`src/rtl/core/qta_pkg.sv`:
```
// Shared types, stage counts and angle constants of the quaternion to axis-angle pipeline.
package qta_pkg;

    localparam int SQRT_STEPS   = 24;
    localparam int CORDIC_STEPS = 16;
    localparam int DIV_BITS     = 17;
    localparam int RAD_W        = 48;
    localparam int ROOT_W       = 24;
    localparam int XW           = 27;
    localparam int ZW           = 26;
    // Multiply stage, square-root steps, CORDIC set-up, rotations and clamp.
    localparam int PIPE_DEPTH   = 1 + SQRT_STEPS + 1 + CORDIC_STEPS + 1;

    localparam logic signed [ZW-1:0] HALF_TURN_Q16    = 26'sd11796480;
    localparam logic signed [ZW-1:0] QUARTER_TURN_Q16 = 26'sd5898240;

    typedef logic signed [ZW-1:0] angle_acc_t;

    typedef struct packed {
        logic signed [15:0] w;
        logic signed [15:0] x;
        logic signed [15:0] y;
        logic signed [15:0] z;
    } qta_quat_t;

    typedef struct packed {
        logic signed [15:0] axis_x;
        logic signed [15:0] axis_y;
        logic signed [15:0] axis_z;
        logic [15:0]        angle_deg;
    } qta_result_t;

    // atan(2^-i) in degrees, scaled by 2^16 and rounded.
    function automatic angle_acc_t atan_deg(input logic [3:0] idx);
        angle_acc_t r;
        case (idx)
            4'd0:    r = 26'sd2949120;
            4'd1:    r = 26'sd1740967;
            4'd2:    r = 26'sd919879;
            4'd3:    r = 26'sd466945;
            4'd4:    r = 26'sd234379;
            4'd5:    r = 26'sd117304;
            4'd6:    r = 26'sd58666;
            4'd7:    r = 26'sd29335;
            4'd8:    r = 26'sd14668;
            4'd9:    r = 26'sd7334;
            4'd10:   r = 26'sd3667;
            4'd11:   r = 26'sd1833;
            4'd12:   r = 26'sd917;
            4'd13:   r = 26'sd458;
            4'd14:   r = 26'sd229;
            default: r = 26'sd115;
        endcase
        return r;
    endfunction

endpackage

```
`src/rtl/core/qta_delay.sv`:
```
// Delay line that carries the quaternion alongside the square-root pipeline.
module qta_delay
    import qta_pkg::*;
(
    input  logic      aclk,
    input  logic      en,
    input  qta_quat_t din,
    output qta_quat_t dout
);

    qta_quat_t tap_reg [0:SQRT_STEPS-1];

    always_ff @(posedge aclk) begin
        if (en) begin
            tap_reg[0] <= din;
            for (int i = 1; i < SQRT_STEPS; i++) begin
                tap_reg[i] <= tap_reg[i-1];
            end
        end
    end

    assign dout = tap_reg[SQRT_STEPS-1];

endmodule

```
`config.mk`:
```
export PLATFORM = sky130hd
export DESIGN_NAME = qta_delay
export DESIGN_NICKNAME = d
export VERILOG_FILES = /design/src/rtl/core/qta_pkg.sv /design/src/rtl/core/qta_delay.sv
export SDC_FILE = /design/constraint.sdc
export NUM_CORES = 1
export LEC_CHECK = 0
export ABC_AREA = 1
export BUFFER_PORTS_ARGS = -buffer_cell sky130_fd_sc_hd__buf_4
export CORE_MARGIN = 3
export CORE_UTILIZATION = 55
export CTS_CLUSTER_SIZE = 25
export DETAILED_ROUTE_END_ITERATION = 8
export PLACE_DENSITY_LB_ADDON = 0.25
export SETUP_SLACK_MARGIN = 0.02
export SLEW_MARGIN = 20
export SYNTH_ARGS = -nofsm -noshare
export SYNTH_HDL_FRONTEND = slang
export SYNTH_SLANG_ARGS = --single-unit
export TNS_END_PERCENT = 10
```
`constraint.sdc`:
```
create_clock -name aclk -period 0.8 [get_ports aclk]
set_clock_uncertainty 0.05 [all_clocks]
set_input_delay 0.16 -clock aclk [delete_from_list [all_inputs] [get_ports aclk]]
set_output_delay 0.16 -clock aclk [all_outputs]
set_load 0.05 [all_outputs]
```
==> metrics.md <==
| Metric | Value |
|---|---|
| Crit path arrival time | 1.32 ns |
| Die area | 87400 um2 |
| Ratio of cells with drive above 1 in the final layout | 0.197 |
| Max-cap viol count | 0 |
| Area of the core | 82600 um2 |
| Slew HR | 0.727 |
| Design Area, Final | 54900 um2 |
| Pwr Total | 160 mW |
| DR vias | 14.7k |
| Peak VDD IR | 2.05 mV |
| 1st-pass router iterations | 4 |
| Synth top area share | 1.00 |
| Least-Margin Pin Slew | 0.410 ns |
| Asr flop ratio synth | 0 |
| Max reg flops | 1536 |
| H-tree depth | 4 |
| Starting DRT DRC Count | 748 |
| Cts hold-fix bufs | 68 |
| Worst Setup Start Kind | flop |
| Synth cell types | 1 |
| Tcrit/Tclk final | 1.92 |
| Fillers | 5024 |
| Slowest-stage cell, CP | edfxtp_1 |
| Global-route wire length before repair | 74100 um |
| Clk_lat worst skew | 0.70 ns |
| Syn Inst Count | 1536 |
| CTS Buf Count | 145 |
| Worst slack, placed | -0.498 ns |
| Starting Density | 0.558 |
| Routed wire length | 46100 um |
| Number of synthesized flops with an enable pin | 1536 |
| Largest area contributor in the netlist | edfxtp_1 |
| CP bufs+invs | 1 |
| WL/cell | 14.6 um |
| IO buf count | 129 |
| Largest net degree at the start of global routing | 82 |
| Main synth FF type | edfxtp_1 |
| Slew Limit Fails | 0 |
| Congestion Overflow GR | 0 |
| Syn Area/Cell | 30.0 um2 |
| TritonCTS clock tree | yes |
| Top Ports | 130 |
| Failing checks | negative setup slack |
| Crit-path leading delay family | flip-flops |
| Multi-Input Combinational | 0 |
| Final #Nets | 2048 |
| Clock transition at path regs | 0.06 ns |
| CTS Sinks | 1536 |
| Area contributors post-synth | edfxtp_1 100% |
| GP Congestion | 0.674 |
| Initial antenna violation count | 6 |
| Syn nets | 1602 |
| Setup WS post-layout | -0.734 ns |
| Chip height | 296 um |
| Clock Root Buffer | clkbuf_16 |
| DRC errors left | 0 |
| PD cells | 2910 nW/um2 |
| Cell with the most instances after synthesis | edfxtp_1 |
| Max incr delay on CP | 0.45 ns |
| Deepest clock path buffer count | 3 |
| Yosys warns | 0 |
| Die W | 296 um |
| Area of the multi-input gates | 0 um2 |
| Postcts setup bufs | 0 |
| Detail-routed via count per cell | 4.66 |
| Post-synth top cells | 1536 x edfxtp_1 |
| Max Fclk | 0.652 GHz |
| Worst-path cell chain | buf_6 |
| Placed wire-length estimate | 24600 um |
| Period minus WS final | 1.53 ns |
| Global-route usage over all layers | 0.108 |
| Worst hold path class | input port to flop |
| Register area | 46100 um2 |
| Seq/Total Area, Yosys | 1.00 |
| Critical path class | flop to primary output |
| Lkg Pwr | 18.8 nW |
| Unrepaired setup endpoints after global routing | yes |
| Worst setup EP type | primary output |
| Vias in the first global route | 15.0k |
| Worst EP required | 0.59 ns |
| Row count | 105 |
| Max FO, Critical Path | 1 |
| Status | complete, but fails checks |
| Final count of hold timing violations | 0 |
| Area grow syn2layout | 19.0% |
| Post-Syn Area | 46100 um2 |
| Area of placed instances | 49600 um2 |
| Number of antenna-violating nets in the routed design | 0 |
| #FFs+latches synth | 1536 |
| Final setup fails | 64 |
## placed cells by master (no fill, tap or decap)
| master | netlist | routed |
|---|---|---|
| inv_6 | 0 | 1 |
| clkbuf_16 | 0 | 149 |
| clkinv_2 | 0 | 17 |
| clkinvlp_4 | 0 | 2 |
| clkinv_4 | 0 | 2 |
| bufinv_16 | 0 | 2 |
| clkinv_1 | 0 | 39 |
| diode_2 | 0 | 3 |
| buf_12 | 0 | 31 |
| buf_4 | 0 | 136 |
| dlygate4sd3_1 | 0 | 65 |
| clkbuf_1 | 0 | 38 |
| buf_16 | 0 | 1 |
| edfxtp_1 | 1536 | 1536 |
| inv_16 | 0 | 2 |
| dlymetal6s4s_1 | 0 | 2 |
| clkinv_8 | 0 | 6 |
| buf_6 | 0 | 64 |
## layer usage
| layer | routed length, um | track usage | vias to the layer above |
|---|---|---|---|
| met2 | 23100 | 0.177 | 267 |
| met1 | 19100 | 0.131 | 7128 |
| li1 | - | - | 7222 |
| met3 | 2500 | 0.0373 | 123 |
| met4 | 1390 | 0.0522 | 6 |
| met5 | 34 | 0 | - |
## kinds of logic after synthesis
| logic type | synth area share |
|---|---|
| flops | 1.00 |
## final timing paths
path,start,endpoint,slack [ns],cells after the start
max,tap_reg[23][20],dout[20],-0.73,1
min,en,tap_reg[9][26],0.01,3
max reg2reg,tap_reg[19][53],tap_reg[20][53],0.08,0
min reg2reg,tap_reg[17][59],tap_reg[18][59],0.35,0
## stage by stage
| stage | util | setup TNS [ns] | hold slack, ns | instances |
|---|---|---|---|---|
| after floorplan | - | -0.679 | 0.209 | 1536 |
| after global placement | 0.600 | -556.06 | 0.289 | 2837 |
| after detailed placement | 0.600 | -585.59 | 0.289 | 2837 |
| after CTS | 0.664 | -47.19 | -0.0450 | 3163 |
| after global routing | 0.664 | -47.23 | -0.0322 | 3164 |
| final | 0.664 | -41.77 | 0.0118 | 3166 |
## layout make-up
| class | instances | share of cell area |
|---|---|---|
| diodes | 3 | 0.000137 |
| clock buffers | 187 | 0.0705 |
| clock inverters | 71 | 0.00857 |
| flip-flops and latches | 1536 | 0.840 |
| well taps | 1070 | 0.0244 |
| repair buffers | 299 | 0.0559 |
## power breakdown
part           internal (mW)  leakage, nW  switching (mW)
clock                   34.9         2.11            26.4
combinational           1.27         1.64            2.27
sequential              93.8         15.0            1.12
total                    130         18.8            29.8
## what timing repair did
item / CTS / global route
endpoints found under the setup margin: 64 / 68
resized for setup: 64 / 2
endpoints found under the hold margin: 141 / 74
gates cloned: 0 / 0
Power figures use the tool's default switching activity.
