## src/rtl/core/qta_pkg.sv

```systemverilog
// Shared types, stage counts and angle constants of the quaternion to axis-angle pipeline.
package qta_pkg;

    localparam int SQRT_STEPS   = 24;
    localparam int CORDIC_STEPS = 16;
    localparam int DIV_BITS     = 17;
    localparam int RAD_W        = 48;
    localparam int ROOT_W       = 24;
    localparam int XW           = 27;
    localparam int ZW           = 26;
    // Multiply stage, square-root steps, CORDIC set-up, rotations and clamp.
    localparam int PIPE_DEPTH   = 1 + SQRT_STEPS + 1 + CORDIC_STEPS + 1;

    localparam logic signed [ZW-1:0] HALF_TURN_Q16    = 26'sd11796480;
    localparam logic signed [ZW-1:0] QUARTER_TURN_Q16 = 26'sd5898240;

    typedef logic signed [ZW-1:0] angle_acc_t;

    typedef struct packed {
        logic signed [15:0] w;
        logic signed [15:0] x;
        logic signed [15:0] y;
        logic signed [15:0] z;
    } qta_quat_t;

    typedef struct packed {
        logic signed [15:0] axis_x;
        logic signed [15:0] axis_y;
        logic signed [15:0] axis_z;
        logic [15:0]        angle_deg;
    } qta_result_t;

    // atan(2^-i) in degrees, scaled by 2^16 and rounded.
    function automatic angle_acc_t atan_deg(input logic [3:0] idx);
        angle_acc_t r;
        case (idx)
            4'd0:    r = 26'sd2949120;
            4'd1:    r = 26'sd1740967;
            4'd2:    r = 26'sd919879;
            4'd3:    r = 26'sd466945;
            4'd4:    r = 26'sd234379;
            4'd5:    r = 26'sd117304;
            4'd6:    r = 26'sd58666;
            4'd7:    r = 26'sd29335;
            4'd8:    r = 26'sd14668;
            4'd9:    r = 26'sd7334;
            4'd10:   r = 26'sd3667;
            4'd11:   r = 26'sd1833;
            4'd12:   r = 26'sd917;
            4'd13:   r = 26'sd458;
            4'd14:   r = 26'sd229;
            default: r = 26'sd115;
        endcase
        return r;
    endfunction

endpackage

```

## src/rtl/core/qta_isqrt.sv

```systemverilog
// Pipelined digit-by-digit integer square root, one result bit per stage.
module qta_isqrt
    import qta_pkg::*;
(
    input  logic              aclk,
    input  logic              en,
    input  logic [RAD_W-1:0]  radicand,
    output logic [ROOT_W-1:0] root
);

    localparam int REM_W = ROOT_W + 2;

    logic [REM_W-1:0]  rem_reg  [0:SQRT_STEPS-1];
    logic [ROOT_W-1:0] root_reg [0:SQRT_STEPS-1];
    logic [RAD_W-1:0]  rad_reg  [0:SQRT_STEPS-1];

    for (genvar k = 0; k < SQRT_STEPS; k++) begin : g_step
        logic [REM_W-1:0]  rem_i;
        logic [ROOT_W-1:0] root_i;
        logic [RAD_W-1:0]  rad_i;
        logic [REM_W+1:0]  rs;
        logic [REM_W+1:0]  tr;
        logic              ge;

        if (k == 0) begin : g_first
            assign rem_i  = '0;
            assign root_i = '0;
            assign rad_i  = radicand;
        end else begin : g_rest
            assign rem_i  = rem_reg[k-1];
            assign root_i = root_reg[k-1];
            assign rad_i  = rad_reg[k-1];
        end

        assign rs = {rem_i, rad_i[RAD_W-1:RAD_W-2]};
        assign tr = {2'b00, root_i, 2'b01};
        assign ge = (rs >= tr);

        always_ff @(posedge aclk) begin
            if (en) begin
                rem_reg[k]  <= ge ? REM_W'(rs - tr) : rs[REM_W-1:0];
                root_reg[k] <= {root_i[ROOT_W-2:0], ge};
                rad_reg[k]  <= {rad_i[RAD_W-3:0], 2'b00};
            end
        end
    end

    assign root = root_reg[SQRT_STEPS-1];

endmodule

```

## config.mk

```make
export PLATFORM = sky130hd
export DESIGN_NAME = qta_isqrt
export DESIGN_NICKNAME = d
export VERILOG_FILES = /design/src/rtl/core/qta_pkg.sv /design/src/rtl/core/qta_isqrt.sv
export SDC_FILE = /design/constraint.sdc
export NUM_CORES = 2
export LEC_CHECK = 0
export ABC_AREA = 0
export BUFFER_PORTS_ARGS = -buffer_cell sky130_fd_sc_hd__buf_2
export CAP_MARGIN = 20
export CORE_ASPECT_RATIO = 0.75
export CORE_MARGIN = 10
export CORE_UTILIZATION = 60
export DETAILED_ROUTE_END_ITERATION = 16
export HOLD_SLACK_MARGIN = 0.03
export PLACE_DENSITY = 0.76
export SYNTH_ARGS = -nofsm -noshare
export SYNTH_HDL_FRONTEND = slang
export SYNTH_SLANG_ARGS = --single-unit
```

## constraint.sdc

```tcl
create_clock -name aclk -period 9.1 [get_ports aclk]
set_clock_uncertainty 0.05 [all_clocks]
set_input_delay 1.365 -clock aclk [delete_from_list [all_inputs] [get_ports aclk]]
set_output_delay 1.365 -clock aclk [all_outputs]
set_load 0.1 [all_outputs]
```

==> out/qor.yml <==
status: "finished, final reports clean"
drt-initial-drc-count: 3568
path_clk_slew_ns: 0.06
totalWireLength_um: 119000
setup_viol: 0
grt_pass1_wl_um: 193000
reg2reg_to: "rem_reg[2][126]"
die_w_um: 400
cts_sinks: 1415
slew_viol_final: 0
cts_root_buf: "clkbuf_16"
critPathMaxFanout: 40
grt_usage_pct: 19.1
cap_violations: 0
drc: 0
cts_resized: 0
tns_ns: 0
critical-path-top-delay-family: "compound AO/OA/AOI/OAI gates"
worst_path_largest_cell_delay_ns: 0.96
rr_worst_depth: 12
synth_common_cells: "edfxtp_1, inv_1, a21oi_1"
fin_nets: 5453
power_density_nw_per_um2: 242
drive_above_1_share_pct: 7.78
cp_slowest_cell: "o31ai_1"
cp-start-kind: "flip-flop"
rsz0062_at_grt: "false"
cts_buffers: 136
postRouteAntennaNets: 0
hold_end: "rad_reg[1][304]"
die_y_um: 305
worstSkewPairLatency_ns: 0.76
clk_path_buf_depth: 3
place_congestion: 0.924
postCtsSetupBuffers: 0
hold_depth: 0
ir_drop_mv: 0.169
ys.flop_type: "edfxtp_1"
first_pass_iters: 6
ys_ff_latch: 1415
fmax_ghz: 0.236
hp-class: "flip-flop to flip-flop"
hp-start: "rad_reg[1][256]"
synth_cell_types: 86
io_pins: 74
ys_warn_count: 0
grt_max_degree: 194
reg2reg_slack_ns: 4.87
antenna_found_initial: 2
vias: 37900
worstMarginPinSlew_ns: 1.13
end_kind: "flip-flop"
max-slew-margin-rel_pct: 24.1
ys_async_sr_fraction_pct: 0
hold_buffers: 0
syn_avg_cell_area_um2: 13.3
core_um2: 107000
synth_most_common_cell: "edfxtp_1"
rows: 104
grt_pass1_vias: 36700
min_period_ns: 4.23
synth_nets: 5286
wl_per_cell_um: 17.9
hold_viol_final: 0
grt-ovfl-total: 0
ys_seq_area_share_pct: 65.3
critPathBufInv: 2
routed_via_density: 5.74
crit_required_ns: 9.55
synth_top_area_share_pct: 65.3
htree_levels: 4
arrival_ns: 4.68
timing.final.crit_share_pct: 46.5
criticalPathCategory: "flip-flop to flip-flop"
cts_tree: "done"
io_buffers: 73
largest_reg_flops: 563
initial_core_util_pct: 60.5
synth.area.top_cells: "edfxtp_1, ha_1, xnor2_1, a21oi_1, xor2_1"
whs_ns: 0.362
leakage_nw: 27.4
r2r_start: "root_reg[2][72]"
syn_inst: 4910
cp_cell_sequence: "inv_1 -> ha_1 -> nor2b_1 -> o21ai_0 -> nand2b_1 -> a21oi_1 -> o31ai_1 -> a41oi_1 -> o211ai_1 -> buf_4 -> o2111ai_1 -> xnor2_1"
synth_edf_count: 1415
hpwl_um: 82600
area_growth_pct: 10.0
yosysTopAreaCell: "edfxtp_1"
dieArea_um2: 122000
synth_area_um2: 65100
layer usage:
layer / global-route usage (%) / part of all wire [%] / vias to the layer above
li1: - / - / 18500
met1: 30.0 / 49 / 18200
met2: 27.1 / 42 / 1051
met3: 3.64 / 6.9 / 149
met4: 5.13 / 1.6 / 2
met5: 0 / 0.010 / -
power by group:
part	switching [mW]	leakage, nW	internal (mW)	total [mW]
Sequential	0.454	13.6	8.17	8.63
Clock	2.41	2.13	3.15	5.56
Combinational	1.79	11.8	1.33	3.12
worst reg2reg max path, cell delays in order (launching register included):
cell       delay [ns]
edfxtp_1         0.37
inv_1            0.05
ha_1             0.34
nor2b_1          0.14
o21ai_0          0.08
nand2b_1         0.18
a21oi_1          0.18
o31ai_1          0.96
a41oi_1          0.36
o211ai_1         0.36
buf_4            0.46
o2111ai_1        0.26
xnor2_1          0.17
per-stage QoR:
step / setup WS, ns / area [µm²] / util, % / power [mW] / std cells
after floorplan: 5.88 / 65100 / - / 10.9 / 4910
after global placement: 5.16 / 67200 / 62.5 / 11.7 / 6369
after detailed placement: 4.96 / 67200 / 62.5 / 11.8 / 6369
after CTS: 4.89 / 71600 / 66.6 / 17.4 / 6611
after global routing: 4.65 / 71600 / 66.6 / 18.1 / 6612
final: 4.87 / 71600 / 66.6 / 17.3 / 6613
logic make-up (layout without fill, tap and decap cells):
kind of cell	Yosys count	count (layout)	share of synthesized area [%]
buffers and inverters	486	757	2.88
flip-flops	1415	1415	65.3
AND/OR/NAND/NOR	1236	1236	9.54
other	1	2	0.00576
adder cells (fa/ha/maj)	326	326	6.27
AO/OA/AOI/OAI	916	916	8.61
multiplexers	64	64	1.13
XOR/XNOR	466	466	6.27
cells in the final DEF (no fill, tap or decap), drive strengths merged, types with 9 or more instances in the layout:
master and n:
nand4 51, nand4b 11, a2111oi 9, a21o 92, o21ai 202, and3 26, clkbuf 170, or4 29
nor4 61, nand2 274, or3 61, a21oi 345, and2 9, a211o 10, nor3b 12, o31ai 24
o21a 65, bufinv 11, buf 101, xor2 197, ha 326, nor2b 55, mux2 57, inv 421
nand2b 71, nand3b 20, o211ai 23, xnor2 269, nor2 322, edfxtp 1415, a211oi 28, o21bai 26
nor3 122, a31oi 24, or2 26, clkinv 49, nand3 67
how the worst max path moves through the flow:
stage / start / endpoint / slack [ns] / cells past startpoint
final: root_reg[2][72] / rem_reg[2][126] / 4.87 / 12
after global routing: root_reg[2][72] / rem_reg[2][126] / 4.65 / 12
after CTS: root_reg[2][72] / rem_reg[2][126] / 4.89 / 12
after detailed placement: root_reg[2][72] / rem_reg[2][114] / 4.96 / 11
after global placement: en / rem_reg[1][87] / 5.16 / 3
after floorplan: rem_reg[2][52] / rem_reg[2][84] / 5.88 / 10
layout make-up:
class	count	area, µm²
fillers	7665	35900
inverters	414	1550
repair buffers	101	644
diodes	1	2.50
multi-input cells	3009	20700
flip-flops and latches	1415	42500
clock buffers	170	3590
well taps	1431	1790
clock inverters	72	790
Power figures use the tool's default switching activity.
