<file path="src/rtl/core/qta_pkg.sv">
// Shared types, stage counts and angle constants of the quaternion to axis-angle pipeline.
package qta_pkg;

    localparam int SQRT_STEPS   = 24;
    localparam int CORDIC_STEPS = 16;
    localparam int DIV_BITS     = 17;
    localparam int RAD_W        = 48;
    localparam int ROOT_W       = 24;
    localparam int XW           = 27;
    localparam int ZW           = 26;
    // Multiply stage, square-root steps, CORDIC set-up, rotations and clamp.
    localparam int PIPE_DEPTH   = 1 + SQRT_STEPS + 1 + CORDIC_STEPS + 1;

    localparam logic signed [ZW-1:0] HALF_TURN_Q16    = 26'sd11796480;
    localparam logic signed [ZW-1:0] QUARTER_TURN_Q16 = 26'sd5898240;

    typedef logic signed [ZW-1:0] angle_acc_t;

    typedef struct packed {
        logic signed [15:0] w;
        logic signed [15:0] x;
        logic signed [15:0] y;
        logic signed [15:0] z;
    } qta_quat_t;

    typedef struct packed {
        logic signed [15:0] axis_x;
        logic signed [15:0] axis_y;
        logic signed [15:0] axis_z;
        logic [15:0]        angle_deg;
    } qta_result_t;

    // atan(2^-i) in degrees, scaled by 2^16 and rounded.
    function automatic angle_acc_t atan_deg(input logic [3:0] idx);
        angle_acc_t r;
        case (idx)
            4'd0:    r = 26'sd2949120;
            4'd1:    r = 26'sd1740967;
            4'd2:    r = 26'sd919879;
            4'd3:    r = 26'sd466945;
            4'd4:    r = 26'sd234379;
            4'd5:    r = 26'sd117304;
            4'd6:    r = 26'sd58666;
            4'd7:    r = 26'sd29335;
            4'd8:    r = 26'sd14668;
            4'd9:    r = 26'sd7334;
            4'd10:   r = 26'sd3667;
            4'd11:   r = 26'sd1833;
            4'd12:   r = 26'sd917;
            4'd13:   r = 26'sd458;
            4'd14:   r = 26'sd229;
            default: r = 26'sd115;
        endcase
        return r;
    endfunction

endpackage

</file>
<file path="src/rtl/core/qta_div.sv">
// Restoring divider pipeline for one axis component, rounded and saturated to Q1.15.
module qta_div
    import qta_pkg::*;
(
    input  logic               aclk,
    input  logic               en,
    input  logic signed [15:0] c,
    input  logic [ROOT_W-1:0]  s,
    output logic signed [15:0] q
);

    logic                neg_reg  [0:DIV_BITS];
    logic                zero_reg [0:DIV_BITS];
    logic                ovf_reg  [0:DIV_BITS];
    logic [ROOT_W-1:0]   s_reg    [0:DIV_BITS];
    logic [ROOT_W-1:0]   rem_reg  [0:DIV_BITS];
    logic [DIV_BITS-1:0] low_reg  [0:DIV_BITS];
    logic [DIV_BITS-1:0] quo_reg  [0:DIV_BITS];

    logic [15:0] mag;
    logic [38:0] num;

    // The numerator is mag * 2^23 + s / 2; the half divisor never reaches bit 23.
    assign mag = c[15] ? 16'(-c) : c;
    assign num = {mag, s[ROOT_W-1:1]};

    always_ff @(posedge aclk) begin
        if (en) begin
            neg_reg[0]  <= c[15];
            zero_reg[0] <= (s == '0);
            ovf_reg[0]  <= ({2'b00, num[38:17]} >= s);
            s_reg[0]    <= s;
            rem_reg[0]  <= {2'b00, num[38:17]};
            low_reg[0]  <= num[16:0];
            quo_reg[0]  <= '0;
        end
    end

    for (genvar j = 0; j < DIV_BITS; j++) begin : g_bit
        logic [ROOT_W:0] rs;
        logic            ge;

        assign rs = {rem_reg[j], low_reg[j][DIV_BITS-1]};
        assign ge = (rs >= {1'b0, s_reg[j]});

        always_ff @(posedge aclk) begin
            if (en) begin
                neg_reg[j+1]  <= neg_reg[j];
                zero_reg[j+1] <= zero_reg[j];
                ovf_reg[j+1]  <= ovf_reg[j];
                s_reg[j+1]    <= s_reg[j];
                rem_reg[j+1]  <= ge ? ROOT_W'(rs - {1'b0, s_reg[j]}) : rs[ROOT_W-1:0];
                low_reg[j+1]  <= {low_reg[j][DIV_BITS-2:0], 1'b0};
                quo_reg[j+1]  <= {quo_reg[j][DIV_BITS-2:0], ge};
            end
        end
    end

    logic [DIV_BITS-1:0] quo;

    assign quo = quo_reg[DIV_BITS];

    always_comb begin
        if (zero_reg[DIV_BITS]) begin
            q = '0;
        end else if (neg_reg[DIV_BITS]) begin
            if (ovf_reg[DIV_BITS] || quo > 17'd32768) begin
                q = 16'sh8000;
            end else begin
                q = 16'(-quo[15:0]);
            end
        end else begin
            if (ovf_reg[DIV_BITS] || quo > 17'd32767) begin
                q = 16'sh7fff;
            end else begin
                q = quo[15:0];
            end
        end
    end

endmodule
</file>
<file path="config.mk">
export PLATFORM = sky130hd
export DESIGN_NAME = qta_div
export DESIGN_NICKNAME = d
export VERILOG_FILES = /design/src/rtl/core/qta_pkg.sv /design/src/rtl/core/qta_div.sv
export SDC_FILE = /design/constraint.sdc
export NUM_CORES = 2
export LEC_CHECK = 0
export ABC_AREA = 1
export BUFFER_PORTS_ARGS = -buffer_cell sky130_fd_sc_hd__buf_2
export CORE_AREA = 5 5 429 431
export CTS_CLUSTER_DIAMETER = 30
export DETAILED_ROUTE_END_ITERATION = 10
export DIE_AREA = 0 0 434 436
export GPL_TIMING_DRIVEN = 0
export HOLD_SLACK_MARGIN = 0.06
export MAX_ROUTING_LAYER = met4
export PLACE_DENSITY = 0.61
export SYNTH_ARGS = -nofsm -noshare
export SYNTH_HDL_FRONTEND = slang
export SYNTH_SLANG_ARGS = --single-unit
</file>
<file path="constraint.sdc">
create_clock -name aclk -period 2.31 [get_ports aclk]
set_input_delay 0.1155 -clock aclk [delete_from_list [all_inputs] [get_ports aclk]]
set_output_delay 0.1155 -clock aclk [all_outputs]
set_load 0.05 [all_outputs]
</file>
==> flow_summary_export.csv <==
group,metric,value,unit
status,outcome,"finished with violations",
status,violations,"hold timing, setup timing",
synthesis,synth_most_common_cell,"nand2_1",
power,power_density,1320,nW/um^2
synthesis,ys_seq_area_share,43.8,%
die,pin_count,58,
synthesis,synth_ff_type,"edfxtp_1",
placed_design,dp.cells,11600,
worst_setup_path,cp-startpoint,"quo_reg[17][4]",
timing,final.setup.tns,-9570,ps
route,post_drt_wl_per_cell,17.8,um
synthesis,syn-num-nets,9625,
die,rows,156,
synthesis,ys_ff_latch,1015,
worst_setup_path,r2r_end,"rem_reg[2][3]",
synthesis,netlist.area_leader.share,43.8,%
route,drt-initial-drc-count,4997,
power,p_leak,46.4,nW
route,wl,227000,um
synthesis,avgSynthCellArea,7.62,sq um
route,drt-pass1-iter-count,5,
worst_setup_path,cp-endpoint,"q[9]",
timing,setup_viol,44,
clocking,clk_pin_slew,50,ps
worst_setup_path,critPathRequiredTime,2190,ps
timing,finalHoldViolCount,83,
layout,largest_reg_flops,401,
placed_design,place.port_buffers,57,
global_routing,grt_pass1_vias,58400,
timing,fin_crit_sh,127,%
synthesis,synth-edff-count,1015,
route,via_per_inst,4.93,
power,p_int,0.0739,W
timing,rsz0062_at_grt,"yes",
timing,slew_headroom,50.3,%
route,vias,62900,
layout,nets,10700,
worst_setup_path,worst_setup_path_end_kind,"output pin",
hold_path,hold_class,"in2reg",
worst_setup_path,r2r-start,"s_reg[1][13]",
layout,final_cell_area,95700,sq um
clocking,cts_tree,"done",
global_routing,grt_max_degree,132,
global_routing,grt_pass1_wl,333000,um
global_routing,antenna_found_initial,6,
global_routing,grt-ovfl-total,0,
clocking,h-tree-depth,4,
layout,syn2layout_area_growth,37.5,%
placed_design,dpl-instance-area,73100,sq um
synthesis,synth_area,69600,sq um
clocking,clock_latency,870,ps
layout,fin_cells,12700,
die,die_h,436,um
clocking,cts.sinks,1015,
worst_setup_path,crit_fanout,5,
timing,slew_violations,0,
die,initial_core_util,38.7,%
placed_design,place_congestion,0.956,
die,dieArea,189000,sq um
clocking,cts-buffers-inserted,227,
synthesis,synth_common_cells,"3,563 x nand2_1, 1,882 x inv_1, 1,015 x edfxtp_1, 525 x nor2_1, 464 x nand4_1",
die,die_w,434,um
synthesis,ys_async_sr_fraction,0,%
placed_design,dpl.hpwl,169000,um
worst_setup_path,criticalPathCategory,"reg2out",
synthesis,yosys.area.top_type,"edfxtp_1",
route,remaining_drc_errors,0,
route,final_antenna_net_count,0,
power,combinationalPowerShare,49.1,%
timing,fin_hold_ws,-250,ps
run,cap_violations,0,
power,peakVddDrop,0.000832,V
timing,clock-skew-final,84.2,ps
worst_setup_path,r2r_cells,13,
worst_setup_path,crit_arrival,2820,ps
die,core,180000,sq um
power,netSwitchingPower,0.0522,W
synthesis,synth_area_leaders,"edfxtp_1 44%, nand2_1 19%, inv_1 10%, ha_1 7.8%, nand4_1 4.2%",
synthesis,synthDistinctLibCells,44,
layout,drive_above_1_share,25.5,%
synthesis,yosysWarnings,0,
timing,tightest_slew,745,ps
worst_setup_path,r2r_slack,-40,ps
synthesis,synth_cells,9135,
power,clockPowerShare,26.4,%
global_routing,grtUsageTotal,23.2,%
timing,timing.final.ws_setup,-624,ps
clocking,cts_root_buf,"clkbuf_16",
timing,max_freq,0.341,GHz
timing,min_period,2930,ps
clocking,cts_buffer_depth,3,
worst_setup_path,setup.worst_path.start_class,"flop",
power,p_sw_share,41.4,%
power,p_seq_share,24.5,%
-- metal layers --
| layer | track usage, % | routed length [um] | up-vias |
|---|---|---|---|
| met2 | 36.9 | 107000 | 1885 |
| met4 | 7.19 | 6540 | 0 |
| met1 | 31.0 | 101000 | 29500 |
| met5 | - | 0 | - |
| met3 | 2.96 | 12500 | 376 |
| li1 | - | - | 31200 |
-- critical path, stage by stage, from the launching register on --
cell      delay [ps]
edfxtp_1         460
inv_2            100
nand4_1          190
nor2_4           160
nand4_1          110
nand2_2          100
nand2_2           60
nand2_2           70
nand2_2           70
buf_8            160
nor2_4           260
buf_8            190
-- timing repair --
action                     in CTS  in global routing
pin swaps                     157                342
setup endpoints to repair     417                685
hold buffers                   79                  1
buffers inserted              340                314
cloned                          9                 17
hold endpoints to repair      126                 86
gates resized for setup       754               1130
-- kinds of logic (layout without fill, tap and decap cells) --
kind of cell | after synthesis | after routing | synth area share (%)
xor gates and xnor gates | 210 | 210 | 2.64
DFF | 1015 | 1015 | 43.8
and+or+nand+nor | 5167 | 5167 | 31.7
other | 0 | 1 | 0
AOI/OAI and AO/OA | 246 | 246 | 2.11
buffers and inverters | 2049 | 3292 | 11.5
adders and majority gates | 448 | 448 | 8.23
-- final cells by class --
cell class	count	area, sq um
clock buffers	248	5760
inverters	1918	7200
diodes	1	2.50
repair buffers	820	7170
fillers	16400	84100
clock inverters	181	2360
plain buffers	125	1230
well taps	2370	2970
flip-flops and latches	1015	30500
multi-input cells	6071	38500
-- how the worst min path moves through the flow --
stage	slack [ps]	cells after the start	to	startpoint
6_report	-250	1	s_reg[6][18]	en
5_1_grt	-270	1	rem_reg[6][17]	en
4_1_cts	-220	1	s_reg[6][18]	en
3_5_place_dp	320	1	low_reg[0][15]	s[16]
3_3_place_gp	320	1	low_reg[0][15]	s[16]
2_1_floorplan	210	0	low_reg[0][0]	s[1]
-- power by group through the flow --
stage	registers, W	logic, W	clock network, W
CTS	0.0304	0.0523	0.0339
finish	0.0309	0.0620	0.0333
detailed placement	0.0302	0.0459	0
global placement	0.0308	0.0457	0
floorplan	0.0282	0.0334	0
global route	0.0312	0.0681	0.0350
-- through the flow --
stage / power (W) / hold WS, ps / utilization (%) / setup WS [ps]
floorplan: 0.0616 / 214 / - / 54.3
finish: 0.126 / -250 / 53.2 / -624
CTS: 0.117 / -218 / 49.3 / -754
detailed placement: 0.0762 / 321 / 40.7 / -897
global placement: 0.0765 / 322 / 40.5 / -15080
global route: 0.134 / -268 / 53.2 / -795
-- placed cells by master (no fill, tap or decap), types with 20 or more instances in the layout --
master            n
clkinv_4         23
ha_1             90
nor2_4           70
clkbuf_16       240
nand3_4          59
nand2_1        3115
inv_2           222
nand4_1         464
clkinv_1         30
xor2_1          188
nor2_2           81
buf_2            57
clkbuf_1         24
buf_6            76
ha_4            318
inv_6            24
nand2_2         364
xnor2_1          20
inv_1          1693
nand3_1         358
clkinvlp_4       23
bufinv_16        36
buf_4           638
nand3_2          40
nand2_4          83
ha_2             24
a21oi_1         150
edfxtp_1       1015
nor3_4           29
clkinv_2         27
nor2_1          396
buf_8            32
nand3b_1         29
dlygate4sd3_1    79
Power figures use the tool's default switching activity.
