==> src/rtl/core/qta_pkg.sv <==
// Shared types, stage counts and angle constants of the quaternion to axis-angle pipeline.
package qta_pkg;

    localparam int SQRT_STEPS   = 24;
    localparam int CORDIC_STEPS = 16;
    localparam int DIV_BITS     = 17;
    localparam int RAD_W        = 48;
    localparam int ROOT_W       = 24;
    localparam int XW           = 27;
    localparam int ZW           = 26;
    // Multiply stage, square-root steps, CORDIC set-up, rotations and clamp.
    localparam int PIPE_DEPTH   = 1 + SQRT_STEPS + 1 + CORDIC_STEPS + 1;

    localparam logic signed [ZW-1:0] HALF_TURN_Q16    = 26'sd11796480;
    localparam logic signed [ZW-1:0] QUARTER_TURN_Q16 = 26'sd5898240;

    typedef logic signed [ZW-1:0] angle_acc_t;

    typedef struct packed {
        logic signed [15:0] w;
        logic signed [15:0] x;
        logic signed [15:0] y;
        logic signed [15:0] z;
    } qta_quat_t;

    typedef struct packed {
        logic signed [15:0] axis_x;
        logic signed [15:0] axis_y;
        logic signed [15:0] axis_z;
        logic [15:0]        angle_deg;
    } qta_result_t;

    // atan(2^-i) in degrees, scaled by 2^16 and rounded.
    function automatic angle_acc_t atan_deg(input logic [3:0] idx);
        angle_acc_t r;
        case (idx)
            4'd0:    r = 26'sd2949120;
            4'd1:    r = 26'sd1740967;
            4'd2:    r = 26'sd919879;
            4'd3:    r = 26'sd466945;
            4'd4:    r = 26'sd234379;
            4'd5:    r = 26'sd117304;
            4'd6:    r = 26'sd58666;
            4'd7:    r = 26'sd29335;
            4'd8:    r = 26'sd14668;
            4'd9:    r = 26'sd7334;
            4'd10:   r = 26'sd3667;
            4'd11:   r = 26'sd1833;
            4'd12:   r = 26'sd917;
            4'd13:   r = 26'sd458;
            4'd14:   r = 26'sd229;
            default: r = 26'sd115;
        endcase
        return r;
    endfunction

endpackage

==> src/rtl/core/qta_cordic.sv <==
// Vectoring CORDIC pipeline that gives the half angle atan2(s, w) and the rounded full angle.
module qta_cordic
    import qta_pkg::*;
(
    input  logic               aclk,
    input  logic               en,
    input  logic signed [15:0] w,
    input  logic [ROOT_W-1:0]  s,
    output logic [15:0]        angle
);

    logic signed [XW-1:0] x_reg [0:CORDIC_STEPS];
    logic signed [XW-1:0] y_reg [0:CORDIC_STEPS];
    angle_acc_t           z_reg [0:CORDIC_STEPS];
    logic [15:0]          angle_reg;

    logic signed [XW-1:0] w_ext;
    logic signed [XW-1:0] s_ext;

    assign w_ext = {{3{w[15]}}, w, 8'b0};
    assign s_ext = {3'b000, s};

    // A negative w starts from the vector turned by a quarter turn.
    always_ff @(posedge aclk) begin
        if (en) begin
            if (!w[15]) begin
                x_reg[0] <= w_ext;
                y_reg[0] <= s_ext;
                z_reg[0] <= '0;
            end else begin
                x_reg[0] <= s_ext;
                y_reg[0] <= XW'(0) - w_ext;
                z_reg[0] <= QUARTER_TURN_Q16;
            end
        end
    end

    for (genvar i = 0; i < CORDIC_STEPS; i++) begin : g_rot
        logic signed [XW-1:0] dx;
        logic signed [XW-1:0] dy;
        angle_acc_t           da;

        assign dx = y_reg[i] >>> i;
        assign dy = x_reg[i] >>> i;
        assign da = atan_deg(4'(i));

        always_ff @(posedge aclk) begin
            if (en) begin
                if (y_reg[i] > 0) begin
                    x_reg[i+1] <= x_reg[i] + dx;
                    y_reg[i+1] <= y_reg[i] - dy;
                    z_reg[i+1] <= z_reg[i] + da;
                end else begin
                    x_reg[i+1] <= x_reg[i] - dx;
                    y_reg[i+1] <= y_reg[i] + dy;
                    z_reg[i+1] <= z_reg[i] - da;
                end
            end
        end
    end

    angle_acc_t  z_clamp;
    logic [24:0] z_round;

    always_comb begin
        if (z_reg[CORDIC_STEPS] < 0) begin
            z_clamp = '0;
        end else if (z_reg[CORDIC_STEPS] > HALF_TURN_Q16) begin
            z_clamp = HALF_TURN_Q16;
        end else begin
            z_clamp = z_reg[CORDIC_STEPS];
        end
        z_round = {1'b0, z_clamp[23:0]} + 25'd128;
    end

    always_ff @(posedge aclk) begin
        if (en) begin
            angle_reg <= z_round[23:8];
        end
    end

    assign angle = angle_reg;

endmodule

==> config.mk <==
export PLATFORM = sky130hd
export DESIGN_NAME = qta_cordic
export DESIGN_NICKNAME = d
export VERILOG_FILES = /design/src/rtl/core/qta_pkg.sv /design/src/rtl/core/qta_cordic.sv
export SDC_FILE = /design/constraint.sdc
export NUM_CORES = 2
export LEC_CHECK = 0
export ABC_CLOCK_PERIOD_IN_PS = 12100
export BUFFER_PORTS_ARGS = -buffer_cell sky130_fd_sc_hd__buf_2
export CAP_MARGIN = 20
export CORE_MARGIN = 1.5
export CORE_UTILIZATION = 50
export DETAILED_ROUTE_END_ITERATION = 16
export GPL_TIMING_DRIVEN = 0
export PLACE_DENSITY = 0.65
export SYNTH_ARGS = -nofsm -noshare
export SYNTH_HDL_FRONTEND = slang
export SYNTH_SLANG_ARGS = --single-unit
==> constraint.sdc <==
create_clock -name aclk -period 12.1 [get_ports aclk]
set_input_delay 1.21 -clock aclk [delete_from_list [all_inputs] [get_ports aclk]]
set_output_delay 1.21 -clock aclk [all_outputs]
set_load 0.005 [all_outputs]
==> results.md <==
- Worst r2r path cells: 21
- Clock Path Buffers: 3
- Worst path buffer plus inverter count: 3
- Post-CTS setup buffers: 0
- Tightest Pin Transition: approximately 1.2 ns
- Critical path type: reg2reg
- Via density: between 5 and 6
- H-tree depth: 4
- Vias in the first global route: 75200
- Layout cells sized above 1: around 4.2%
- DRT Pass-1 Iters: 6
- Worst-path fanout max: 10
- FFs w/ async S/R, synth: 0%
- Post-route ant nets: 0
- Post-cts sizing count: 0
- Gr usage total: 25.1%
- Die Wd: ~450 um
- M1 WL: about 110000 um
- I/O Pins: 58
- Startpoint Class: register
- Critical path's top delay family: simple AND/OR/NAND/NOR gates
- Hold crit path type: reg2reg
- Worst-path clk slew: roughly 0.050 ns
- Setup Skew: 0.0279 ns
- Mapped Cells: a little over 10000
- Hold EP: z_reg[9][1]
- Commonest non-fill, non-tap cells in the layout: 1200 x edfxtp_1, 1140 x ha_1, 954 x xnor2_1, 895 x a21oi_1, 760 x nor2_1
- Post-synth EDFFs: 1200
- Seq/Total Area, Yosys: between 30% and 40%
- WL met3: 14300 um
- Routed WL: between 200000 and 300000 um
- Post-layout min period: between 8 and 9 ns
- Hold-critical path depth: 0
- Post-Syn Nets: approximately 12000
- Die Ht: roughly 450 um
- Layout area overhead: 8.96%
- Port buffer count: 57
- RSZ-0062 raised after global routing: false
- Core area: between 150000 and 200000 um^2
- Num CTS Buffers: ~140
- Worst reg2reg setup slack: roughly 3.6 ns
- Starting Density: between 50% and 60%
- Critical Path RT: between 10 and 15 ns
- CP peak stage delay: approximately 0.94 ns
- Uppermost layer routed: met5
- Syn Area/Cell: between 9 and 10 um^2
- Hold Fails Final Rpt: 0
- Final hold slack: ~0.42 ns
- Gpl congestion: slightly above 0.9
- Global-route wire length before repair: between 400000 and 500000 um
- GR Overflow Total: 0
- Setup Viol. Count Final: 0
- Cts hold-fix bufs: 0
- Clk sinks: 1200
- Period utilization: slightly above 70%
- Clock root buffer: clkbuf_16
- Top FF cell, synth: edfxtp_1
- Initial antenna violation count: 5
- Via count: 79100
- Post-route DRC violation count: 0
- FP Rows: 163
- Max cap viols: 0
- Clock Latency Late Sink: 0.81 ns
- 1st-iter DRT viols: a little under 6000
- Largest net degree at the start of global routing: 66
- HP Start: z_reg[8][1]
- Commonest non-fill, non-tap cell in the layout: edfxtp_1
- Crit Reg-Reg Endpoint: x_reg[3][25]
- Ys Warns: 0
- Fin. max-slew vios: 0
- Post-synth cell types: a little under 90
- DR WL/cell: between 15 and 20 um
- Finished Core Util: between 50% and 60%
- Syn Std Cell Area: around 100000 um^2
- Setup TNS Final: 0 ns
- Run status: complete, no violations
- Max reg flops: between 400 and 500
- Post-DP HPWL: roughly 210000 um
- Reg2reg start: y_reg[2][14]
- CTS tree: yes
- Relative slew slack: a little over a fifth
- Flops & latches, synth: 1200
- WL met2: between 100000 and 150000 um
- Crit. End Element: register
- CP max stage cell: nor3_1
- Full die area: 202000 um^2
- Nets: approximately 12000
- Worst-path cell chain: or4_1 -> nor3_1 -> nand4b_1 -> nor3_1 -> o21ai_0 -> clkbuf_1 -> clkinv_1 -> buf_1 -> nor2_1 -> xnor2_1 -> ha_1 -> a21o_1 -> a21oi_1 -> o21ai_0 -> a221o_1 -> a21oi_1 -> o22ai_1 -> o41ai_1 -> o211ai_1 -> nor4bb_1 -> or3_1
- Fmax: 117 MHz
- WP data arrival: just over 9 ns
-- metrics by stage --
stage	instance area, um^2	setup slack [ns]	cells
6_report	108000	3.56	13300
5_1_grt	108000	3.26	13300
4_1_cts	108000	3.93	13300
3_5_place_dp	104000	3.08	13000
3_3_place_gp	103000	0.213	13000
2_1_floorplan	99500	6.04	10300
-- how the worst max path moves through the flow --
stage / cells after the start / start / slack (ns) / end
5_1_grt: 21 / y_reg[2][14] / 3.26 / x_reg[3][25]
2_1_floorplan: 21 / y_reg[7][12] / 6.04 / x_reg[8][23]
3_5_place_dp: 18 / en / 3.08 / z_reg[16][22]
3_3_place_gp: 18 / en / 0.21 / z_reg[9][24]
6_report: 21 / y_reg[2][14] / 3.56 / x_reg[3][25]
4_1_cts: 18 / en / 3.93 / z_reg[16][22]
-- final cells by class --
class,instances,area [um^2]
inverters,486,1830
plain buffers,175,744
diodes,1,2.50
clock inverters,88,876
multi-input cells,8433,61000
clock buffers,173,3750
well taps,2640,3300
flip-flops and latches,1200,36000
fillers,17400,89200
repair buffers,93,903
-- cell usage after synthesis, types with 15 or more instances --
| master | count | area share, % |
|---|---|---|
| and2_1 | 55 | 0.35 |
| clkbuf_1 | 161 | 0.61 |
| xnor2_1 | 954 | 8.4 |
| nor2_1 | 760 | 2.9 |
| mux2i_1 | 44 | 0.44 |
| a211oi_1 | 74 | 0.56 |
| xor2_1 | 482 | 4.2 |
| nor2b_1 | 124 | 0.78 |
| a31o_2 | 29 | 0.26 |
| nand2b_1 | 153 | 0.96 |
| o21ai_0 | 668 | 3.4 |
| and3_1 | 91 | 0.57 |
| or2_2 | 25 | 0.16 |
| o2111ai_1 | 18 | 0.16 |
| a21boi_0 | 44 | 0.33 |
| a41o_1 | 15 | 0.15 |
| or4_1 | 61 | 0.46 |
| or3_1 | 94 | 0.59 |
| nor4_1 | 88 | 0.55 |
| o31ai_1 | 136 | 1.0 |
| edfxtp_1 | 1200 | 36 |
| nor3b_1 | 21 | 0.16 |
| o21a_1 | 160 | 1.2 |
| o41ai_1 | 64 | 0.56 |
| nor4b_1 | 15 | 0.13 |
| inv_1 | 473 | 1.8 |
| a311oi_1 | 15 | 0.13 |
| a41oi_1 | 18 | 0.16 |
| nand3_1 | 210 | 1.1 |
| a2111oi_0 | 24 | 0.21 |
| o21bai_1 | 154 | 1.2 |
| ha_1 | 1140 | 14 |
| nand2_1 | 575 | 2.2 |
| a21oi_1 | 895 | 4.5 |
| mux2_2 | 34 | 0.38 |
| a221oi_1 | 20 | 0.18 |
| o211ai_1 | 38 | 0.29 |
| a21o_1 | 412 | 3.1 |
| nor3_1 | 283 | 1.4 |
| a211o_1 | 24 | 0.21 |
| a31oi_1 | 94 | 0.59 |
| nand4_1 | 69 | 0.43 |
| a221o_1 | 17 | 0.17 |
| nand3b_1 | 18 | 0.14 |
| fa_1 | 39 | 0.78 |
-- per-layer routing --
| metal | GRT usage (%) | vias to the layer above |
|---|---|---|
| met5 | 0 | - |
| met3 | 3.50 | 377 |
| met2 | 42.2 | 2100 |
| met1 | 32.9 | 37700 |
| li1 | - | 38900 |
| met4 | 8.96 | 2 |
-- kinds of logic (layout without fill, tap and decap cells) --
group                    count (synthesis)  after routing  synth area share, %
buffers and inverters                  661           1015                 2.51
AO/OA/AOI/OAI                         3054           3054                 19.5
other                                    1              2              0.00377
XOR/XNOR                              1436           1436                 12.6
AND/OR/NAND/NOR                       2685           2685                 13.2
flip-flops                            1200           1200                 36.2
adder cells (fa/ha/maj)               1179           1179                 15.1
multiplexers                            78             78                0.827
-- worst register-to-register path: stages (launching register included) --
cell      delay [ns]
edfxtp_1        0.47
or4_1           0.61
nor3_1          0.58
nand4b_1        0.55
nor3_1          0.94
o21ai_0         0.48
clkbuf_1        0.36
clkinv_1        0.26
buf_1           0.57
nor2_1          0.15
xnor2_1         0.22
ha_1            0.31
a21o_1          0.18
a21oi_1         0.13
o21ai_0         0.09
a221o_1         0.29
a21oi_1         0.25
o22ai_1         0.17
o41ai_1         0.79
o211ai_1        0.30
nor4bb_1        0.21
or3_1           0.36
Power is left out: the tool's default activity adds up to more than one toggle a clock period on the data nets, which glitch-free logic cannot reach.
